**config.mk**
```make
export PLATFORM = sky130hd
export DESIGN_NAME = cgp_ctrl
export DESIGN_NICKNAME = d
export VERILOG_FILES = /design/src/rtl/cgp_pkg.sv /design/src/rtl/cgp_ctrl.sv
export VERILOG_INCLUDE_DIRS = /design/src /design/src/rtl
export SDC_FILE = /design/constraint.sdc
export NUM_CORES = 1
export LEC_CHECK = 0
export BUFFER_PORTS_ARGS = -buffer_cell sky130_fd_sc_hd__buf_2
export CAP_MARGIN = 5
export CORE_MARGIN = 2
export CORE_UTILIZATION = 30
export CTS_CLUSTER_DIAMETER = 200
export CTS_CLUSTER_SIZE = 25
export DETAILED_ROUTE_END_ITERATION = 10
export PLACE_DENSITY = 0.61
export SKIP_LAST_GASP = 1
export SLEW_MARGIN = 40
export SYNTH_ARGS = -nofsm -noshare
export SYNTH_HDL_FRONTEND = slang
export SYNTH_SLANG_ARGS = --single-unit
```
**constraint.sdc**
```tcl
create_clock -name clk -period 2.3 [get_ports clk]
set_clock_uncertainty 0.15 [all_clocks]
set_input_delay 0.115 -clock clk [delete_from_list [all_inputs] [get_ports clk]]
set_output_delay 0.115 -clock clk [all_outputs]
set_load 0.005 [all_outputs]
```
**src/rtl/cosine_gradient_palette_core_assert.svh**
```systemverilog
// ----------------------------------------------------------------------------
// Cosine gradient palette: assertion macros
// Concurrent checks used by the controller module.
// ----------------------------------------------------------------------------
`ifndef COSINE_GRADIENT_PALETTE_CORE_ASSERT_SVH
`define COSINE_GRADIENT_PALETTE_CORE_ASSERT_SVH

// same-cycle implication
`define CGP_ASSERT_IMP(name, clk, rst_n, ante, cons, msg) \
    name: assert property (@(posedge clk) disable iff (!rst_n) (ante) |-> (cons)) \
        else $error(msg);

// next-cycle implication
`define CGP_ASSERT_NXT(name, clk, rst_n, ante, cons, msg) \
    name: assert property (@(posedge clk) disable iff (!rst_n) (ante) |=> (cons)) \
        else $error(msg);

`endif

```
**src/rtl/cgp_pkg.sv**
```systemverilog
`timescale 1ns / 1ps
// ----------------------------------------------------------------------------
// Cosine gradient palette package
// Shared constants, datapath operation codes and control/status structs.
// ----------------------------------------------------------------------------
package cgp_pkg;

    localparam int FRAC_BITS    = 16;
    localparam int NUM_CH       = 3;
    localparam int DIV_W        = 34;
    localparam int HORNER_STEPS = 6;

    localparam logic [30:0] Q30_ONE  = 31'h4000_0000;
    localparam logic [31:0] PI_Q30   = 32'd3373259426;
    localparam logic [16:0] FRAC_ONE = 17'h10000;
    localparam logic [16:0] FRAC_HALF = 17'h08000;
    localparam logic [15:0] LEN_RESET = 16'd256;

    typedef enum logic [4:0] {
        OP_NONE,
        OP_APPEND,
        OP_X_START,
        OP_X_LATCH,
        OP_CH_ZERO,
        OP_SCAN_INIT,
        OP_SCAN_NEXT,
        OP_PICK_B,
        OP_LATCH_B,
        OP_LATCH_A,
        OP_T_DIRECT,
        OP_T_START,
        OP_T_LATCH,
        OP_COS_MUL,
        OP_SQUARE,
        OP_U_LATCH,
        OP_H_MUL,
        OP_H_DIV,
        OP_H_STEP,
        OP_BLEND_MUL,
        OP_NUM,
        OP_ROUND,
        OP_PUBLISH
    } cgp_op_t;

    typedef struct packed {
        cgp_op_t op;
    } cgp_cmd_t;

    typedef struct packed {
        logic div_busy;
        logic div_done;
        logic hit;
        logic last;
        logic cnt_zero;
        logic ch_done;
        logic span_zero;
        logic step_last;
    } cgp_status_t;

    // Horner divisors 132, 90, 56, 30, 12, 2 split as 2^k * m, m odd;
    // floor(v / m) = (v * ceil(2^s / m)) >> s, exact for v < 2^(32-k)
    function automatic logic [31:0] horner_pre(input logic [2:0] k, input logic [31:0] v);
        logic [31:0] r;
        unique case (k)
            3'd0:    r = v >> 2;
            3'd1:    r = v >> 1;
            3'd2:    r = v >> 3;
            3'd3:    r = v >> 1;
            3'd4:    r = v >> 2;
            default: r = v >> 1;
        endcase
        return r;
    endfunction

    function automatic logic [31:0] horner_magic(input logic [2:0] k);
        logic [31:0] m;
        unique case (k)
            3'd0:    m = 32'(((64'd1 << 36) + 64'd32) / 64'd33);
            3'd1:    m = 32'(((64'd1 << 37) + 64'd44) / 64'd45);
            3'd2:    m = 32'(((64'd1 << 32) + 64'd6) / 64'd7);
            3'd3:    m = 32'(((64'd1 << 35) + 64'd14) / 64'd15);
            3'd4:    m = 32'(((64'd1 << 32) + 64'd2) / 64'd3);
            default: m = 32'd1;
        endcase
        return m;
    endfunction

    function automatic logic [33:0] horner_post(input logic [2:0] k, input logic [63:0] p);
        logic [33:0] q;
        unique case (k)
            3'd0:    q = 34'(p >> 36);
            3'd1:    q = 34'(p >> 37);
            3'd2:    q = 34'(p >> 32);
            3'd3:    q = 34'(p >> 35);
            3'd4:    q = 34'(p >> 32);
            default: q = p[33:0];
        endcase
        return q;
    endfunction

endpackage

```
**src/rtl/cgp_ctrl.sv**
```systemverilog
`timescale 1ns / 1ps
// ----------------------------------------------------------------------------
// Cosine gradient palette: controller
// Sequences appends and lookups, owns the handshakes on both channels.
// ----------------------------------------------------------------------------
`include "cosine_gradient_palette_core_assert.svh"

module cgp_ctrl (
    input  logic                 clk,
    input  logic                 rst_n,
    input  logic                 in_valid,
    output logic                 in_stall,
    input  logic                 kind,
    output logic                 out_valid,
    input  logic                 out_stall,
    output cgp_pkg::cgp_cmd_t    cmd,
    input  cgp_pkg::cgp_status_t status
);
    import cgp_pkg::*;

    typedef enum logic [4:0] {
        ST_IDLE,
        ST_DIVX,
        ST_CH,
        ST_SCAN,
        ST_RDB,
        ST_RDA,
        ST_TDIV,
        ST_WAIT_T,
        ST_COS,
        ST_SQ,
        ST_ULAT,
        ST_HMUL,
        ST_HDIV,
        ST_HWAIT,
        ST_BLEND,
        ST_NUM,
        ST_RND,
        ST_FIN
    } state_t;

    state_t state_reg, state_next;
    logic   out_valid_reg, out_valid_next;

    always_comb
    begin
        state_next     = state_reg;
        cmd.op         = OP_NONE;
        out_valid_next = out_valid_reg && out_stall;
        unique case (state_reg)
            ST_IDLE:
            begin
                if (in_valid)
                begin
                    if (kind)
                    begin
                        cmd.op     = OP_X_START;
                        state_next = ST_DIVX;
                    end
                    else
                    begin
                        cmd.op = OP_APPEND;
                    end
                end
            end
            ST_DIVX:
            begin
                if (status.div_done)
                begin
                    cmd.op     = OP_X_LATCH;
                    state_next = ST_CH;
                end
            end
            ST_CH:
            begin
                priority if (status.ch_done)
                begin
                    state_next = ST_FIN;
                end
                else if (status.cnt_zero)
                begin
                    cmd.op = OP_CH_ZERO;
                end
                else
                begin
                    cmd.op     = OP_SCAN_INIT;
                    state_next = ST_SCAN;
                end
            end
            ST_SCAN:
            begin
                if (status.hit || status.last)
                begin
                    cmd.op     = OP_PICK_B;
                    state_next = ST_RDB;
                end
                else
                begin
                    cmd.op = OP_SCAN_NEXT;
                end
            end
            ST_RDB:
            begin
                cmd.op     = OP_LATCH_B;
                state_next = ST_RDA;
            end
            ST_RDA:
            begin
                cmd.op     = OP_LATCH_A;
                state_next = ST_TDIV;
            end
            ST_TDIV:
            begin
                if (status.span_zero)
                begin
                    cmd.op     = OP_T_DIRECT;
                    state_next = ST_COS;
                end
                else
                begin
                    cmd.op     = OP_T_START;
                    state_next = ST_WAIT_T;
                end
            end
            ST_WAIT_T:
            begin
                if (status.div_done)
                begin
                    cmd.op     = OP_T_LATCH;
                    state_next = ST_COS;
                end
            end
            ST_COS:
            begin
                cmd.op     = OP_COS_MUL;
                state_next = ST_SQ;
            end
            ST_SQ:
            begin
                cmd.op     = OP_SQUARE;
                state_next = ST_ULAT;
            end
            ST_ULAT:
            begin
                cmd.op     = OP_U_LATCH;
                state_next = ST_HMUL;
            end
            ST_HMUL:
            begin
                cmd.op     = OP_H_MUL;
                state_next = ST_HDIV;
            end
            ST_HDIV:
            begin
                cmd.op     = OP_H_DIV;
                state_next = ST_HWAIT;
            end
            ST_HWAIT:
            begin
                cmd.op     = OP_H_STEP;
                state_next = status.step_last ? ST_BLEND : ST_HMUL;
            end
            ST_BLEND:
            begin
                cmd.op     = OP_BLEND_MUL;
                state_next = ST_NUM;
            end
            ST_NUM:
            begin
                cmd.op     = OP_NUM;
                state_next = ST_RND;
            end
            ST_RND:
            begin
                cmd.op     = OP_ROUND;
                state_next = ST_CH;
            end
            ST_FIN:
            begin
                if (!out_valid_reg || !out_stall)
                begin
                    cmd.op         = OP_PUBLISH;
                    out_valid_next = 1'b1;
                    state_next     = ST_IDLE;
                end
            end
            default:
            begin
                state_next = ST_IDLE;
            end
        endcase
    end

    always_ff @(posedge clk or negedge rst_n)
    begin
        if (!rst_n)
        begin
            state_reg     <= ST_IDLE;
            out_valid_reg <= 1'b0;
        end
        else
        begin
            state_reg     <= state_next;
            out_valid_reg <= out_valid_next;
        end
    end

    assign in_stall  = state_reg != ST_IDLE;
    assign out_valid = out_valid_reg;

    `CGP_ASSERT_IMP(a_publish_free, clk, rst_n, cmd.op == OP_PUBLISH, !out_valid_reg || !out_stall, "result overwrites pending transfer")
    `CGP_ASSERT_IMP(a_div_start_idle, clk, rst_n, cmd.op == OP_X_START || cmd.op == OP_T_START, !status.div_busy, "divider started while busy")
    `CGP_ASSERT_IMP(a_div_done_wait, clk, rst_n, status.div_done, state_reg == ST_DIVX || state_reg == ST_WAIT_T, "divider finished outside a wait state")

endmodule

```
==> impl_results.md <==
* Area delta synth->final at 19.2%
* Critical Path RT at 2.04 ns
* TritonCTS clock tree: yes
* Fin crit share at 0.890
* Initial DRC count at 23
* Residual DRC at 0
* RSZ-0062 raised after global routing: no
* R2R Path Start: state_reg[3]
* Synth Instances at 104
* Vias at 824
* # port buffers at 18
* Design Power at 1.12 mW
* Max IR drop VDD at 0.519 mV
* Min-Delay Path Class: primary input to asynchronous set/reset pin
* Boundary Pins at 20
* Max reg flops at 5
* CTS H-tree lvls at 1
* CTS Root Cell: clkbuf_4
* Worst reg-to-reg setup slack at 0.48 ns
* Post-DP HPWL at 1570 um
* Post-CTS Setup Bufs at 0
* R2r worst-path depth at 4
* Initial DRT Pass Iterations at 4
* FP Rows at 17
* Initial core utilization at 0.323
* Startpoint Class: flip-flop
* Critical path startpoint: state_reg[3]
* CTS Buf Count at 3
* First-pass GRT wire length at 3220 um
* Post-synth ARST share at 1.00
* Max stage delay on crit path at 0.55 ns
* Initial antenna violation count at 0
* Slew Limit Fails at 0
* Int Pwr at 584 uW
* Number of nets in the layout at 136
* Cell Area, Synth at 736 um2
* Syn. warnings at 0
* Slew @ Worst Pin at 0.435 ns
* Final Hold Vio Count at 0
* Fmax at 489 MHz
* Total GRT Usage at 0.152
* Synth top area share at 0.204
* Most common cell in the synthesized netlist: nor2_1
* EDFF count, synth at 0
* Critical-path cell list: or4_4 > nand2b_1 > a2bb2oi_1 > o21ai_0 > buf_2
* Die Height at 53.5 um
* Count of cell types in the netlist at 41
* CP max FO at 8
* Setup CP Type: flip-flop to primary output
* Diode count at 0
* Clock power frac at 0.083
* Vias in the first global route at 694
* Top post-synthesis cells by count: nor2_1, nand2_1, o21ai_0, a21oi_1, dfrtp_1
* Grt total ovfl at 0
* Relative slew slack at 0.710
* Post-CTS Resized at 0
* Comb pwr share at 0.716
* Routed wire length per instance at 13.7 um
* Share of layout cells above drive strength 1 at 0.240
* CP max stage cell: or4_4
* Seq/Total Area, Yosys at 0.204
* Sequential share of power at 0.201
* Worst-path clk slew at 0.04 ns
* Syn nets at 117
* Largest net degree at the start of global routing at 28
* Mean Syn Cell Area at 7.07 um2
* Post-CTS Hold Buffers at 1
* Sinks on Clock Net at 6
* R2R Path End: state_reg[1]
* Core area at 2280 um2
* Routed Antenna Nets at 0
* Die Area at 2860 um2
* Leading post-synthesis cells by cell area: dfrtp_1, o21ai_0, nor2_1
* Pwr/cell area at 1280 nW/um2
* Ys flop type: dfrtp_1
* Status: complete, no violations
* Final Wtd Congestion at 0.805
* Die span in x at 53.5 um
* Switching part of the total at 0.478
* P_sw at 536 uW
* Vias per cell at 5.53
* Data arrival, critical path at 1.78 ns
* Max-Cap Viols at 0
* Routed WL at 2050 um
* WHS at 0.0796 ns
* Final TNS setup at 0 ns
* Cell taking the most area after synthesis: dfrtp_1
* Critical Path End Type: primary output
* Register bit total from synthesis at 6
* # setup viols final at 0
* Max clock buf depth at 2
* Leakage power at 0.377 nW
* Worst-Skew Late Latency at 0.24 ns
* Final min period at 2.05 ns
-- routing by layer --
layer  global-route usage  up-vias  share of wire
met2                0.204       19           0.44
met3               0.0254        2          0.038
met5                    0        -              0
met4               0.0556        0          0.012
met1                0.236      384           0.51
li1                     -      419              -
-- placed cells by master (no fill, tap or decap), types with 2 or more instances in the layout --
master	count
nand3_1	3
buf_2	18
nand4_1	5
o21ai_0	10
o22ai_1	2
nand2b_1	2
nor2b_1	5
nor2_1	12
a21oi_1	7
nand2_1	10
inv_1	3
xnor2_1	2
buf_4	4
o31a_1	2
nor3_1	2
a211o_1	2
dfrtp_1	6
clkbuf_4	3
-- critical path: cells and delay by family, from the launching register on --
family          cells  cell delay [ns]
compound gates      2             0.23
flops               1             0.46
simple gates        2             0.72
buf+inv             1             0.14
-- per-stage QoR --
step / utilization / cells / setup slack (ns) / cell area [um2]
floorplan: - / 104 / 0.531 / 736
global placement: 0.371 / 145 / 0.509 / 845
detailed placement: 0.371 / 145 / 0.482 / 845
CTS: 0.385 / 149 / 0.239 / 877
global route: 0.385 / 149 / 0.112 / 877
finish: 0.385 / 149 / 0.254 / 877
-- worst max-delay path by stage --
stage                   endpoint  cells after the start  slack (ns)
finish                    cmd[1]                      5        0.25
global route              cmd[0]                      5        0.11
CTS                       cmd[1]                      5        0.24
detailed placement  state_reg[1]                      4        0.48
global placement    state_reg[1]                      4        0.51
floorplan           state_reg[1]                      5        0.53
-- power groups by stage --
stage                     registers (mW)  logic, mW  clock network (mW)
after floorplan                    0.163      0.651                   0
after global placement             0.224      0.787                   0
after detailed placement           0.225      0.796                   0
after CTS                          0.223      0.802              0.0983
after global routing               0.233      0.888               0.107
final                              0.226      0.802              0.0926
-- cell families after synthesis --
logic type	share of synthesized area
AO/OA/AOI/OAI	0.333
XOR/XNOR	0.0238
buffers and inverters	0.0782
flip-flops	0.204
multiplexers	0.0153
AND/OR/NAND/NOR	0.345
-- area by class of cell --
type | instances | area [um2]
Clock buffer | 3 | 22.5
Fill cell | 244 | 1400
Inverter | 3 | 11.3
Multi-Input combinational cell | 86 | 528
Sequential cell | 6 | 150
Tap cell | 28 | 35.0
Timing Repair Buffer | 23 | 130
(Power assumes the default switching activity.)
